**src/sv/colormap_lerp_lookup_defines.svh**
```systemverilog
// ----------------------------------------------------------------------------
// Colormap lookup assertion macros
// Concurrent assertion wrappers; empty when SYNTHESIS is defined.
// ----------------------------------------------------------------------------
`ifndef COLORMAP_LERP_LOOKUP_DEFINES_SVH
`define COLORMAP_LERP_LOOKUP_DEFINES_SVH
`ifndef SYNTHESIS
`define CLL_ASSERT(lbl, clk, rst, prop, msg) \
   lbl: assert property (@(posedge clk) disable iff (rst) prop) else $error(msg);
`define CLL_ASSERT_NEVER(lbl, clk, rst, cond, msg) \
   lbl: assert property (@(posedge clk) disable iff (rst) !(cond)) else $error(msg);
`else
`define CLL_ASSERT(lbl, clk, rst, prop, msg)
`define CLL_ASSERT_NEVER(lbl, clk, rst, cond, msg)
`endif
`endif

```
**src/sv/cll_fifo.sv**
```systemverilog
// ----------------------------------------------------------------------------
// Colormap lookup queue
// Small register queue with occupancy count.
// ----------------------------------------------------------------------------
`default_nettype none
`include "colormap_lerp_lookup_defines.svh"
module cll_fifo #(
   parameter int WIDTH = 8,
   parameter int DEPTH = 4,
   localparam int PTR_BITS = $clog2(DEPTH),
   localparam int CNT_BITS = $clog2(DEPTH) + 1
) (
   input  wire logic                clock,
   input  wire logic                reset,
   input  wire logic                push,
   input  wire logic [WIDTH-1:0]    push_data,
   input  wire logic                pop,
   output logic      [WIDTH-1:0]    pop_data,
   output logic      [CNT_BITS-1:0] count,
   output logic                     empty,
   output logic                     full
);

   logic [WIDTH-1:0]    mem_ff [DEPTH];
   logic [PTR_BITS-1:0] wr_ptr_ff;
   logic [PTR_BITS-1:0] rd_ptr_ff;
   logic [CNT_BITS-1:0] count_ff;

   always_ff @(posedge clock) begin
      if (reset) begin
         wr_ptr_ff <= '0;
         rd_ptr_ff <= '0;
         count_ff  <= '0;
      end else begin
         if (push) begin
            wr_ptr_ff <= wr_ptr_ff + 1'b1;
         end
         if (pop) begin
            rd_ptr_ff <= rd_ptr_ff + 1'b1;
         end
         if (push && !pop) begin
            count_ff <= count_ff + 1'b1;
         end else if (pop && !push) begin
            count_ff <= count_ff - 1'b1;
         end
      end
   end

   always_ff @(posedge clock) begin
      if (push) begin
         mem_ff[wr_ptr_ff] <= push_data;
      end
   end

   assign pop_data = mem_ff[rd_ptr_ff];
   assign count    = count_ff;
   assign empty    = (count_ff == '0);
   assign full     = (count_ff == CNT_BITS'(DEPTH));

   `CLL_ASSERT_NEVER(a_no_overflow, clock, reset, push && full, "queue push while full")
   `CLL_ASSERT_NEVER(a_no_underflow, clock, reset, pop && empty, "queue pop while empty")

endmodule
`default_nettype wire

```
**config.mk**
```make
export PLATFORM = sky130hd
export DESIGN_NAME = cll_fifo
export DESIGN_NICKNAME = d
export VERILOG_FILES = /design/src/sv/cll_fifo.sv
export VERILOG_INCLUDE_DIRS = /design/src /design/src/sv
export SDC_FILE = /design/constraint.sdc
export NUM_CORES = 1
export LEC_CHECK = 0
export ABC_AREA = 0
export BUFFER_PORTS_ARGS = -buffer_cell sky130_fd_sc_hd__buf_2
export CAP_MARGIN = 25
export CORE_MARGIN = 4
export CORE_UTILIZATION = 54
export DETAILED_ROUTE_END_ITERATION = 16
export MAX_ROUTING_LAYER = met4
export PLACE_DENSITY = 0.77
export SLEW_MARGIN = 15
export SYNTH_ARGS = -nofsm -noshare
export SYNTH_HDL_FRONTEND = slang
export SYNTH_SLANG_ARGS = --single-unit
```
**constraint.sdc**
```tcl
create_clock -name clock -period 2.05 [get_ports clock]
set_input_delay 0.5125 -clock clock [delete_from_list [all_inputs] [get_ports clock]]
set_output_delay 0.5125 -clock clock [all_outputs]
set_load 0.005 [all_outputs]
```
==> results.cfg, run 1 <==
[logic_synthesis]
async_flop_share_pct = 0
synth_area_leader_cell = edfxtp_1
synth-compound-area-share_pct = 0.6309
synthAdderAreaFrac_pct = 5.205
synth-edff-count = 32
ys_seq_elements = 41
ys.flop_type = edfxtp_1
synth-simple-area-share_pct = 4.653
syn_avg_cell_area_sq_um = 18.45
synth_commonest_cells = 32 x edfxtp_1, 9 x dfxtp_1, 8 x mux4_2
synth_area_leaders = edfxtp_1 61%, dfxtp_1 11%, mux4_2 11%
synth_most_common_cell = edfxtp_1
synth_mux_area_share_pct = 12.62
synth.distinct_cells = 20
yosysSeqAreaShare_pct = 71.92
synth_top_family_by_area = multiplexers
synth_xor_xnor_area_share_pct = 2.760
syn_area_sq_um = 1587
synth.net_count = 104
yosys_warnings = 0
netlist.area_leader.share_pct = 60.57
netlist_instances = 86

[placed_design]
dp_hpwl_um = 1728
place.gp.congestion = 0.6750
io_buffers = 24
place_ws_ns = 0.06796
post_dp_cell_area_sq_um = 1733
dp.cells = 139

[timing]
slew_headroom_pct = 70.33
fmax_mhz = 502.7
hold_viol = 0
holdWs_ns = 0.3918
finalMaxSlewViolations = 0
finalCritPeriodShare_pct = 97.03
period_minus_slack_ns = 1.989
tightest_slew_ns = 0.4451
finalClockSkew_ns = 0.003678
finalSetupViolCount = 0
worst_slack_ns = 0.06084
rsz0062_at_grt = yes

[global_route]
grt_max_degree = 13
antenna_found_initial = 0
grt_pass1_wl_um = 4188
grt_usage_pct = 14.68
grt_overflow_total = 0
grt_pass1_vias = 848

[finish]
diodes = 0
area_delta_synth_final_pct = 14.51
nets = 133
drive_gt1_share_pct = 36.21
fin_area_sq_um = 1817
stdcell_count = 147
fillers = 205

[setup_path]
cp.required_ns = 1.54
setup.worst_path.end_class = output pin
timing.reg2reg.setup_slack_ns = 0.54
cp.arrival_ns = 1.48
worstSetupPathType = flop to output pin
cp_max_fo = 8
rr_startpoint = count[0]
cp-start-kind = flop

[clock_tree]
clock-sinks = 41
clockRootBuffer = clkbuf_4
path_clk_slew_ns = 0.11
cts_setup_buffers = 0
clk_latency_ns = 0.33
h-tree-depth = 2
numCtsBuffers = 5
cts_hold_buf = 0
max-clock-path-buffers = 2
post_cts_resized = 1
cts_tree = built

[route]
drt_iter0_markers = 16
via_count = 791
wl_per_cell_um = 15.95
drc = 0
firstDrtPassIters = 4
viasPerCell = 5.381
wl_um = 2345
postRouteAntennaNets = 0

[power_and_ir_drop]
internal-power_mw = 1.264
pwr-share-clk_pct = 26.6
comb_power_share_pct = 13.0
seq_power_share_pct = 60.4
irDropWorstVdd_mv = 0.6518
total_power_mw = 1.628
power_switching_uw = 364.8
swShare_pct = 22.40
p_leak_nw = 0.6836
power_density_nw_per_um2 = 896.3

[floorplan]
start_util_pct = 57.04
rows = 19
ios = 25
die_area_sq_um = 3869
core_area_sq_um = 2781
die_width_um = 62.21
dieHeight_um = 62.21

[hold_path]
worst_hold_startpoint = push_data[4]
hold_path.class = input port to flop

[status]
status = completed

[job]
drv_cap = 0
critical path: stages, from the launching register on:
cell and delay, ns:
dfxtp_2 0.36, buf_12 0.13, mux4_2 0.50, buf_2 0.15
stage by stage:
stage	setup TNS, ns	utilization [%]
global placement	0	62.30
finish	0	65.32
global route	-0.01827	65.32
CTS	0	64.96
detailed placement	0	62.30
floorplan	0	-
sequential cells by signal, summed over array words and instances, names as in the netlist, named ones only:
register / cells
count: 3
mem_ff: 32
rd_ptr_ff: 2
wr_ptr_ff: 2
power by group through the flow:
stage	logic (mW)	registers, mW	clock network (mW)
2_1_floorplan	0.131	0.991	0
3_3_place_gp	0.203	0.998	0
3_5_place_dp	0.212	1.00	0
4_1_cts	0.214	0.984	0.446
5_1_grt	0.236	0.992	0.502
6_report	0.212	0.983	0.433
placed cells by master (no fill, tap or decap):
cell type	instances
a21oi_1	1
and2_1	4
buf_12	1
buf_2	24
clkbuf_4	5
clkbuf_8	2
clkinv_2	1
dfxtp_1	8
dfxtp_2	1
edfxtp_1	32
fa_1	1
ha_1	5
inv_1	4
mux2i_1	2
mux4_2	8
nand2_1	1
nor2_1	7
nor3_1	1
nor3b_1	1
o21ai_0	1
or3_1	1
xnor2_1	2
xor2_1	3
worst paths after layout:
kind,endpoint,depth (start not counted)
worst max-delay path,pop_data[1],3
worst min-delay path,mem_ff[1][4],1
worst max register to register,count[2],4
worst min register to register,count[2],2
area by class of cell:
cell class	count	area [sq um]	share of cell area, %
clock buffers	7	65.06	3.581
clock inverters	1	5.005	0.2755
inverters	4	15.01	0.8264
multi-input cells	38	410.4	22.59
flip-flops and latches	41	1142	62.88
well taps	31	38.79	2.135
repair buffers	25	140.1	7.713
cells by family (layout without fill, tap and decap cells):
logic type               Yosys count  after routing
multiplexers                      10             10
adder cells (fa/ha/maj)            6              6
buffers and inverters              7             37
XOR/XNOR                           5              5
AO/OA/AOI/OAI                      2              2
AND/OR/NAND/NOR                   15             15
flip-flops                        41             41
per-layer routing:
| layer | wire (um) | share of wire, % | GRT usage [%] |
|---|---|---|---|
| met1 | 980 | 42 | 16.87 |
| met2 | 1183 | 50 | 23.19 |
| met3 | 120 | 5.1 | 3.964 |
| met4 | 60 | 2.6 | 8.130 |
| met5 | 0 | 0 | - |
Note: power is estimated with default switching activity, not from simulation.
==> run 2, diff against run 1 <==
--- a/config.mk
+++ b/config.mk
@@ -10,11 +10,12 @@
 export BUFFER_PORTS_ARGS = -buffer_cell sky130_fd_sc_hd__buf_2
 export CAP_MARGIN = 25
 export CORE_MARGIN = 4
-export CORE_UTILIZATION = 54
+export CORE_UTILIZATION = 55
 export DETAILED_ROUTE_END_ITERATION = 16
 export MAX_ROUTING_LAYER = met4
-export PLACE_DENSITY = 0.77
+export PLACE_DENSITY = 0.78
 export SLEW_MARGIN = 15
 export SYNTH_ARGS = -nofsm -noshare
 export SYNTH_HDL_FRONTEND = slang
 export SYNTH_SLANG_ARGS = --single-unit
+export TNS_END_PERCENT = 20
==> constraint.sdc (replaced) <==
create_clock -name clock -period 2.3 [get_ports clock]
set_input_delay 0.575 -clock clock [delete_from_list [all_inputs] [get_ports clock]]
set_output_delay 0.575 -clock clock [all_outputs]
set_load 0.005 [all_outputs]
==> results.cfg, run 2 (synthesized netlist as in run 1, its figures left out) <==
[global_route]
grt_max_degree = 14
grt_pass1_vias = 822
grt_overflow_total = 0
grt_usage_pct = 15.62
antenna_found_initial = 0
grt_pass1_wl_um = 3857

[clock_tree]
cts_hold_buf = 0
numCtsBuffers = 5
h-tree-depth = 2
clk_latency_ns = 0.34
cts_setup_buffers = 0
clockRootBuffer = clkbuf_4
path_clk_slew_ns = 0.12
max-clock-path-buffers = 2
clock-sinks = 41
post_cts_resized = 0
cts_tree = built

[route]
drc = 0
drt_iter0_markers = 34
wl_per_cell_um = 16.47
postRouteAntennaNets = 0
viasPerCell = 5.408
via_count = 795
firstDrtPassIters = 4
wl_um = 2421

[placed_design]
post_dp_cell_area_sq_um = 1733
dp_hpwl_um = 1679
io_buffers = 24
place_ws_ns = 0.2181
place.gp.congestion = 0.6451
dp.cells = 139

[floorplan]
core_area_sq_um = 2758
start_util_pct = 57.53
die_area_sq_um = 3808
ios = 25
rows = 19
die_width_um = 61.71
dieHeight_um = 61.71

[finish]
largest_reg_flops = 32
fin_area_sq_um = 1809
final_common_cell = edfxtp_1
diodes = 0
area_delta_synth_final_pct = 14.04
regMostFlops = mem_ff
final_cell_mix = 32 x edfxtp_1, 24 x buf_2, 9 x dfxtp_1
nets = 133
fillers = 198
stdcell_count = 147
drive_gt1_share_pct = 34.48

[setup_path]
worstSetupPathType = flop to output pin
cp.required_ns = 1.73
setup.worst_path.end_class = output pin
max_stage_delay_ns = 0.52
path_buf_inv = 2
cp.arrival_ns = 1.52
critical_path.top_delay_family = multiplexers
crit_slowest_cell = mux4_2
cp-start-kind = flop
cp_max_fo = 8
worstPathCellList = buf_4 -> mux4_2 -> buf_2

[timing]
worst_slack_ns = 0.2048
fmax_mhz = 477.3
finalSetupViolCount = 0
slew_headroom_pct = 69.87
rsz0062_at_grt = no
finalCritPeriodShare_pct = 91.10
tightest_slew_ns = 0.4520
setup_tns_ns = 0
finalClockSkew_ns = 0.008345
hold_viol = 0
holdWs_ns = 0.4422
finalMaxSlewViolations = 0
period_minus_slack_ns = 2.095

[hold_path]
hold_path.class = input port to flop

[power_and_ir_drop]
p_leak_nw = 0.6807
irDropWorstVdd_mv = 0.5446
power_density_nw_per_um2 = 831.6

[status]
status = completed

[job]
drv_cap = 0
==> run 2: area by class of cell <==
class | instances | area (sq um) | area share, %
clock buffer | 6 | 41.29 | 2.282
clock inverter | 2 | 35.03 | 1.936
inverter | 4 | 15.01 | 0.8299
multi-input combinational | 38 | 410.4 | 22.68
sequential | 41 | 1141 | 63.07
tap | 31 | 38.79 | 2.144
timing repair buffer | 25 | 127.6 | 7.054
==> run 2: routing by layer <==
metal | vias up | GRT usage, % | part of all wire (%)
li1 | 377 | - | -
met1 | 398 | 17.67 | 41
met2 | 15 | 25.11 | 52
met3 | 5 | 4.545 | 4.7
met4 | 0 | 8.182 | 1.7
met5 | - | - | 0
==> run 2: power by group <==
group          switching (mW)  leakage (nW)  internal, mW
sequential             0.0291         0.368         0.845
combinational          0.0853         0.270        0.0977
clock                   0.219        0.0422         0.228
==> run 2: final timing paths <==
path	start	to	slack, ns	depth (start not counted)
max	flop	pop_data[5]	0.20	3
min	push_data[4]	mem_ff[0][4]	0.44	1
max reg2reg	count[0]	count[2]	0.77	4
min reg2reg	rd_ptr_ff[1]	rd_ptr_ff[1]	0.55	2
==> run 2: per-stage QoR <==
step / utilization (%) / power, mW
CTS: 65.61 / 1.522
global route: 65.61 / 1.568
floorplan: - / 1.000
finish: 65.61 / 1.505
detailed placement: 62.84 / 1.077
global placement: 62.84 / 1.066
