### config.mk
export PLATFORM = sky130hd
export DESIGN_NAME = cll_front
export DESIGN_NICKNAME = d
export VERILOG_FILES = /design/src/sv/cll_pkg.sv /design/src/sv/cll_front.sv
export VERILOG_INCLUDE_DIRS = /design/src /design/src/sv
export SDC_FILE = /design/constraint.sdc
export NUM_CORES = 2
export LEC_CHECK = 0
export BUFFER_PORTS_ARGS = -buffer_cell sky130_fd_sc_hd__buf_2
export CAP_MARGIN = 40
export CORE_ASPECT_RATIO = 1.4
export CORE_MARGIN = 3
export CORE_UTILIZATION = 48
export DETAILED_ROUTE_END_ITERATION = 6
export SYNTH_ARGS = -nofsm -noshare
export SYNTH_HDL_FRONTEND = slang
export SYNTH_SLANG_ARGS = --single-unit
### constraint.sdc
create_clock -name clock -period 92.3 [get_ports clock]
set_input_delay 27.69 -clock clock [delete_from_list [all_inputs] [get_ports clock]]
set_output_delay 27.69 -clock clock [all_outputs]
set_load 0.02 [all_outputs]
### src/sv/colormap_lerp_lookup_defines.svh
// ----------------------------------------------------------------------------
// Colormap lookup assertion macros
// Concurrent assertion wrappers; empty when SYNTHESIS is defined.
// ----------------------------------------------------------------------------
`ifndef COLORMAP_LERP_LOOKUP_DEFINES_SVH
`define COLORMAP_LERP_LOOKUP_DEFINES_SVH
`ifndef SYNTHESIS
`define CLL_ASSERT(lbl, clk, rst, prop, msg) \
   lbl: assert property (@(posedge clk) disable iff (rst) prop) else $error(msg);
`define CLL_ASSERT_NEVER(lbl, clk, rst, cond, msg) \
   lbl: assert property (@(posedge clk) disable iff (rst) !(cond)) else $error(msg);
`else
`define CLL_ASSERT(lbl, clk, rst, prop, msg)
`define CLL_ASSERT_NEVER(lbl, clk, rst, cond, msg)
`endif
`endif

### src/sv/cll_pkg.sv
// ----------------------------------------------------------------------------
// Colormap lookup package
// Shared constants, codes, types and the default ramp table.
// ----------------------------------------------------------------------------
`default_nettype none
package cll_pkg;

   localparam int TABLE_DEPTH_DEF   = 256;
   localparam int SAMPLE_BITS_DEF   = 16;
   localparam int CHANNEL_BITS_DEF  = 8;
   localparam int FRACTION_BITS_DEF = 8;

   localparam int CSR_INDEX_BITS = 2;
   localparam int CSR_DATA_BITS  = 32;
   localparam int COUNT_BITS     = 9;
   localparam int ENTRY_BITS     = 8;
   localparam int PORT_CH_BITS   = 8;

   localparam int MIN_RESET   = 0;
   localparam int MAX_RESET   = 1;
   localparam int COUNT_RESET = 16;
   localparam int RAMP_LEN    = 16;

   localparam int MID_DEPTH = 4;
   localparam int OUT_DEPTH = 4;

   typedef enum logic [CSR_INDEX_BITS-1:0] {
      CSR_MIN   = 2'd0,
      CSR_MAX   = 2'd1,
      CSR_COUNT = 2'd2
   } csr_index_type;

   typedef enum logic {
      REQ_MAP   = 1'b0,
      REQ_WRITE = 1'b1
   } req_kind_type;

   typedef struct packed {
      logic [PORT_CH_BITS-1:0] red;
      logic [PORT_CH_BITS-1:0] green;
      logic [PORT_CH_BITS-1:0] blue;
      logic                    range_empty;
   } rsp_type;

   typedef logic [31:0] ramp_type [RAMP_LEN];

   function automatic ramp_type build_ramp(input int ch_bits);
      ramp_type r;
      int       full;
      full = (1 << ch_bits) - 1;
      for (int i = 0; i < RAMP_LEN; i++) begin
         r[i] = 32'((i * full + 7) / 15);
      end
      return r;
   endfunction

   function automatic int mid_bits(input int ch_bits, input int idx_bits, input int frac_bits);
      return 3 + 2 * idx_bits + frac_bits + 3 * ch_bits;
   endfunction

endpackage
`default_nettype wire

### src/sv/cll_front.sv
// ----------------------------------------------------------------------------
// Colormap lookup front end
// Classifies requests, normalizes the sample and divides to a table position.
// ----------------------------------------------------------------------------
`default_nettype none
`include "colormap_lerp_lookup_defines.svh"
module cll_front import cll_pkg::*; #(
   parameter int TABLE_DEPTH   = TABLE_DEPTH_DEF,
   parameter int SAMPLE_BITS   = SAMPLE_BITS_DEF,
   parameter int CHANNEL_BITS  = CHANNEL_BITS_DEF,
   parameter int FRACTION_BITS = FRACTION_BITS_DEF,
   localparam int IDX_BITS  = $clog2(TABLE_DEPTH),
   localparam int MID_BITS  = mid_bits(CHANNEL_BITS, IDX_BITS, FRACTION_BITS)
) (
   input  wire logic                    clock,
   input  wire logic                    reset,
   input  wire logic                    in_push,
   input  wire logic                    req_type,
   input  wire logic [SAMPLE_BITS-1:0]  sample_value,
   input  wire logic [ENTRY_BITS-1:0]   entry_index,
   input  wire logic [PORT_CH_BITS-1:0] entry_red,
   input  wire logic [PORT_CH_BITS-1:0] entry_green,
   input  wire logic [PORT_CH_BITS-1:0] entry_blue,
   input  wire logic [SAMPLE_BITS-1:0]  min_value,
   input  wire logic [SAMPLE_BITS-1:0]  max_value,
   input  wire logic [COUNT_BITS-1:0]   color_count,
   input  wire logic                    out_ready,
   output logic                         out_push,
   output logic      [MID_BITS-1:0]     out_data,
   output logic                         ready
);

   localparam int QBITS     = IDX_BITS + FRACTION_BITS;
   localparam int PROD_BITS = SAMPLE_BITS + IDX_BITS;

   typedef struct packed {
      logic                    kind;
      logic                    empty;
      logic                    wr_ok;
      logic [IDX_BITS-1:0]     wr_addr;
      logic [CHANNEL_BITS-1:0] red;
      logic [CHANNEL_BITS-1:0] green;
      logic [CHANNEL_BITS-1:0] blue;
      logic [SAMPLE_BITS-1:0]  den;
      logic [IDX_BITS-1:0]     cm1;
   } ctl_type;

   typedef struct packed {
      logic                     kind;
      logic                     empty;
      logic                     wr_ok;
      logic [IDX_BITS-1:0]      idx1;
      logic [IDX_BITS-1:0]      idx2;
      logic [FRACTION_BITS-1:0] frac;
      logic [CHANNEL_BITS-1:0]  red;
      logic [CHANNEL_BITS-1:0]  green;
      logic [CHANNEL_BITS-1:0]  blue;
   } mid_type;

   logic adv;

   ctl_type                s0_ctl_in;
   logic [SAMPLE_BITS-1:0] s0_num_in;
   logic                   s0_valid_ff;
   ctl_type                s0_ctl_ff;
   logic [SAMPLE_BITS-1:0] s0_num_ff;

   logic                   s1_valid_ff;
   ctl_type                s1_ctl_ff;
   logic [PROD_BITS-1:0]   s1_prod_ff;
   logic [PROD_BITS-1:0]   s1_prod_in;

   logic                   dv_valid_ff [QBITS];
   ctl_type                dv_ctl_ff   [QBITS];
   logic [SAMPLE_BITS-1:0] dv_rem_ff   [QBITS];
   logic [QBITS-1:0]       dv_low_ff   [QBITS];
   logic [QBITS-1:0]       dv_quo_ff   [QBITS];

   logic                   dv_valid_in [QBITS];
   ctl_type                dv_ctl_in   [QBITS];
   logic [SAMPLE_BITS-1:0] dv_rem_in   [QBITS];
   logic [QBITS-1:0]       dv_low_in   [QBITS];
   logic [QBITS-1:0]       dv_quo_in   [QBITS];

   logic    tail_valid;
   ctl_type tail_ctl;
   mid_type mid;

   assign tail_valid = dv_valid_ff[QBITS-1];
   assign tail_ctl   = dv_ctl_ff[QBITS-1];
   assign adv        = !tail_valid || out_ready;
   assign ready      = adv;

   // normalize sample against range
   always_comb begin
      logic signed [SAMPLE_BITS:0] lo_x;
      logic signed [SAMPLE_BITS:0] hi_x;
      logic signed [SAMPLE_BITS:0] smp_x;
      logic signed [SAMPLE_BITS:0] num_x;
      logic signed [SAMPLE_BITS:0] den_x;
      logic [31:0]                 cnt_w;
      lo_x  = {min_value[SAMPLE_BITS-1], min_value};
      hi_x  = {max_value[SAMPLE_BITS-1], max_value};
      smp_x = {sample_value[SAMPLE_BITS-1], sample_value};
      num_x = smp_x - lo_x;
      den_x = hi_x - lo_x;
      if (den_x < 0) begin
         num_x = -num_x;
         den_x = -den_x;
      end
      if (num_x < 0) begin
         num_x = '0;
      end else if (num_x > den_x) begin
         num_x = den_x;
      end
      cnt_w = 32'(color_count);
      if (cnt_w == 32'd0) begin
         cnt_w = 32'd1;
      end else if (cnt_w > 32'(TABLE_DEPTH)) begin
         cnt_w = 32'(TABLE_DEPTH);
      end
      s0_num_in         = SAMPLE_BITS'(num_x);
      s0_ctl_in.kind    = req_type;
      s0_ctl_in.empty   = (req_type == REQ_MAP) && (min_value == max_value);
      s0_ctl_in.wr_ok   = 32'(entry_index) < 32'(TABLE_DEPTH);
      s0_ctl_in.wr_addr = IDX_BITS'(entry_index);
      s0_ctl_in.red     = CHANNEL_BITS'(entry_red);
      s0_ctl_in.green   = CHANNEL_BITS'(entry_green);
      s0_ctl_in.blue    = CHANNEL_BITS'(entry_blue);
      s0_ctl_in.den     = SAMPLE_BITS'(den_x);
      s0_ctl_in.cm1     = IDX_BITS'(cnt_w - 32'd1);
   end

   assign s1_prod_in = PROD_BITS'(s0_num_ff) * PROD_BITS'(s0_ctl_ff.cm1);

   // one quotient bit per stage
   always_comb begin
      logic [SAMPLE_BITS-1:0] s_rem;
      logic [QBITS-1:0]       s_low;
      logic [QBITS-1:0]       s_quo;
      logic [SAMPLE_BITS:0]   trial;
      logic                   ge;
      for (int k = 0; k < QBITS; k++) begin
         if (k == 0) begin
            dv_valid_in[k] = s1_valid_ff;
            dv_ctl_in[k]   = s1_ctl_ff;
            s_rem          = s1_prod_ff[PROD_BITS-1:IDX_BITS];
            s_low          = {s1_prod_ff[IDX_BITS-1:0], {FRACTION_BITS{1'b0}}};
            s_quo          = '0;
         end else begin
            dv_valid_in[k] = dv_valid_ff[k-1];
            dv_ctl_in[k]   = dv_ctl_ff[k-1];
            s_rem          = dv_rem_ff[k-1];
            s_low          = dv_low_ff[k-1];
            s_quo          = dv_quo_ff[k-1];
         end
         trial = {s_rem, s_low[QBITS-1]};
         ge    = trial >= {1'b0, dv_ctl_in[k].den};
         dv_rem_in[k] = ge ? SAMPLE_BITS'(trial - {1'b0, dv_ctl_in[k].den})
                           : SAMPLE_BITS'(trial);
         dv_low_in[k] = s_low << 1;
         dv_quo_in[k] = {s_quo[QBITS-2:0], ge};
      end
   end

   always_ff @(posedge clock) begin
      if (reset) begin
         s0_valid_ff <= 1'b0;
         s1_valid_ff <= 1'b0;
         for (int k = 0; k < QBITS; k++) begin
            dv_valid_ff[k] <= 1'b0;
         end
      end else if (adv) begin
         s0_valid_ff <= in_push;
         s1_valid_ff <= s0_valid_ff;
         for (int k = 0; k < QBITS; k++) begin
            dv_valid_ff[k] <= dv_valid_in[k];
         end
      end
   end

   always_ff @(posedge clock) begin
      if (adv) begin
         s0_ctl_ff  <= s0_ctl_in;
         s0_num_ff  <= s0_num_in;
         s1_ctl_ff  <= s0_ctl_ff;
         s1_prod_ff <= s1_prod_in;
         for (int k = 0; k < QBITS; k++) begin
            dv_ctl_ff[k] <= dv_ctl_in[k];
            dv_rem_ff[k] <= dv_rem_in[k];
            dv_low_ff[k] <= dv_low_in[k];
            dv_quo_ff[k] <= dv_quo_in[k];
         end
      end
   end

   // split position into entry pair and fraction
   always_comb begin
      logic [QBITS-1:0]    pos;
      logic [IDX_BITS-1:0] idx_raw;
      logic [IDX_BITS-1:0] idx_lo;
      pos     = dv_quo_ff[QBITS-1];
      idx_raw = pos[QBITS-1:FRACTION_BITS];
      idx_lo  = (idx_raw > tail_ctl.cm1) ? tail_ctl.cm1 : idx_raw;
      mid.kind  = tail_ctl.kind;
      mid.empty = tail_ctl.empty;
      mid.wr_ok = tail_ctl.wr_ok;
      mid.idx1  = (tail_ctl.kind == REQ_WRITE) ? tail_ctl.wr_addr : idx_lo;
      mid.idx2  = (idx_lo == tail_ctl.cm1) ? tail_ctl.cm1 : idx_lo + 1'b1;
      mid.frac  = pos[FRACTION_BITS-1:0];
      mid.red   = tail_ctl.red;
      mid.green = tail_ctl.green;
      mid.blue  = tail_ctl.blue;
   end

   assign out_push = tail_valid && out_ready;
   assign out_data = mid;

   `CLL_ASSERT(a_tail_hold, clock, reset, tail_valid && !out_ready |=> tail_valid && $stable(dv_quo_ff[QBITS-1]), "front tail changed while stalled")

endmodule
`default_nettype wire

==> metrics.txt <==
outcome completed; die area 143600 sq um; clock skew 0.02361 ns; commonest non-fill, non-tap cell in the layout edfxtp_1; layout net count 5444; Mapped Nets 5189; Setup crit end kind primary output; cells along the critical path buf_2, nor2b_2, inv_8, buf_2; crit-path leading delay family buffers and inverters; final instance area 74580 sq um; die width 321.2 um; final worst-path cycle share 0.6147; largest net degree at the start of global routing 181; Die Ht 447.3 um; CTS Root Cell clkbuf_16; most frequent cells in the layout edfxtp_1 (1488), inv_1 (498), ha_1 (360); GR Layer Usage met3 0.02767; Max stage delay on crit path 0.40 ns; largest area contributor in the netlist edfxtp_1; RD Place Congestion 0.9080; cell mode on critical path buf_2; CP Buf/Inv Count 3; Worst Path Required 64.61 ns; grt total ovfl 0; worst hold slack 0.4067 ns; normalized max-slew margin 0.3302; RSZ-0062 raised after global routing no; Post-CTS Setup Bufs 0; routed vias 35790; clock transition at the registers of the reported paths 0.06 ns; fin. max-slew vios 0; antenna violations before repair 2; most used routing layer met2; top cells by area, synth edfxtp_1 (67%), ha_1 (6.7%), fa_1 (3.0%); post-route minimum period 56.74 ns; # fillers 11330; share of post-route cells with drive strength above 1 0.1086; number of top-level pins 147; min-delay worst type register to register; TritonRoute pass-1 iters 6; Synth Flop Type edfxtp_1; Post-Synthesis Cell Area 66760 sq um; Gates resized, CTS repair 0; Synth top area share 0.6694; DR iter-0 viols 2138; Vias per Instance 5.263; CTS tree done; Post-Route WL 119000 um; Syn Inst Count 4634; Max clock buf depth 3; Core Region 137800 sq um; Routed wire per std cell 17.50 um; synth warn 0; sequential area share after synthesis 0.6700; via count of the first global-routing pass 37350; setup_tns 0 ns; GR Layer Usage met2 0.3419; first-pass GRT wire length 187700 um; Synth cell types 82; placed cell area 69930 sq um; Setup WS post-layout 35.56 ns; Critical Path Fanout Max 90; Slowest-stage cell, CP nor2b_2; Port-buffer cells 145; Site Rows 161; endpoints failing setup 0; Post-DP HPWL 85160 um; Max-Cap Viols 0; hold-fix buffers at CTS 0; fmax 17.62 MHz; Syn Area/Cell 14.41 sq um; Final Hold Fails 0; initial core utilization 0.4845; number of H-tree levels 4; Total GRT Usage 0.1672; GRT met1 Usage 0.1461; TritonCTS buffer count 146; ys async rst share 0; Worst-Margin Slew 0.9917 ns; dpl ws 35.57 ns; Residual DRC 0; Post-synth EDFFs 1488; synthesized flop and latch total 1490; Post-DRT Antenna Nets 0; Area growth syn-to-layout 11.73%; WP data arrival 29.05 ns; startpoint type of the worst setup path primary input; clock sink count 1490; Skew-Pair Late Insertion Delay 0.77 ns; WS Path Type primary input to primary output
## metrics by stage
stage | util | instances
after floorplan | - | 4634
after global placement | 0.5045 | 6514
after detailed placement | 0.5075 | 6534
after CTS | 0.5413 | 6800
after global routing | 0.5413 | 6800
final | 0.5413 | 6801
## registers in the layout, indices dropped and copies added, names as in the netlist
register,cells
dv_low_ff,28
dv_rem_ff,240
s1_prod_ff,24
dv_valid_ff,16
s0_num_ff,16
dv_ctl_ff,912
s1_valid_ff,1
s0_ctl_ff,58
dv_quo_ff,136
s0_valid_ff,1
dv_ctl_in,58
## Yosys cell counts (45+ instances only)
library cell / n
nand4_1: 55
and2_1: 81
o21a_1: 45
fa_1: 101
xor2_1: 97
clkbuf_1: 45
nor2b_1: 79
mux2_2: 104
ha_1: 360
nand2_1: 227
nand3_1: 54
a21o_1: 71
nor2_1: 264
o21ai_0: 172
edfxtp_1: 1488
a21oi_1: 231
xnor2_1: 139
nor3_1: 56
inv_1: 499
## cells by family after synthesis
| family | share of synthesized area |
|---|---|
| DFF | 0.6700 |
| buffers and inverters | 0.03518 |
| xor gates and xnor gates | 0.03121 |
| muxes | 0.02279 |
| other | 0.00005618 |
| AOI/OAI and AO/OA | 0.07274 |
| and+or+nand+nor | 0.07031 |
| adders and majority gates | 0.09776 |
## area by class of cell
class	count	area [sq um]	area share
multi-input cells	2557	19710	0.2643
well taps	1793	2243	0.03008
diodes	1	2.502	0.00003355
inverters	499	1881	0.02521
repair buffers	195	1373	0.01840
flip-flops and latches	1490	44720	0.5996
clock inverters	88	855.8	0.01147
clock buffers	178	3795	0.05088
## path summary, 6_finish.rpt
check	start	slack (ns)	cells after the start	endpoint
setup reg to reg	dv_valid_ff[1][7]$_SDFFCE_PP0P_	85.97	12	dv_ctl_ff[1][7]$_DFFE_PN_
hold / removal	dv_ctl_ff[1][172]$_DFFE_PN_	0.41	0	dv_ctl_ff[1][231]$_DFFE_PN_
setup / recovery	out_ready	35.56	4	ready
hold reg to reg	dv_ctl_ff[1][172]$_DFFE_PN_	0.41	0	dv_ctl_ff[1][231]$_DFFE_PN_
## metal layers
metal / vias up / routed length [um] / part of all wire
li1: 17450 / - / -
met1: 17340 / 38470 / 0.32
met2: 645 / 69200 / 0.58
met3: 353 / 3440 / 0.029
met4: 0 / 7921 / 0.067
met5: - / 0 / 0
Power is not shown: default switching activity piles up to over one toggle a cycle in this logic, so the estimate is an artifact.
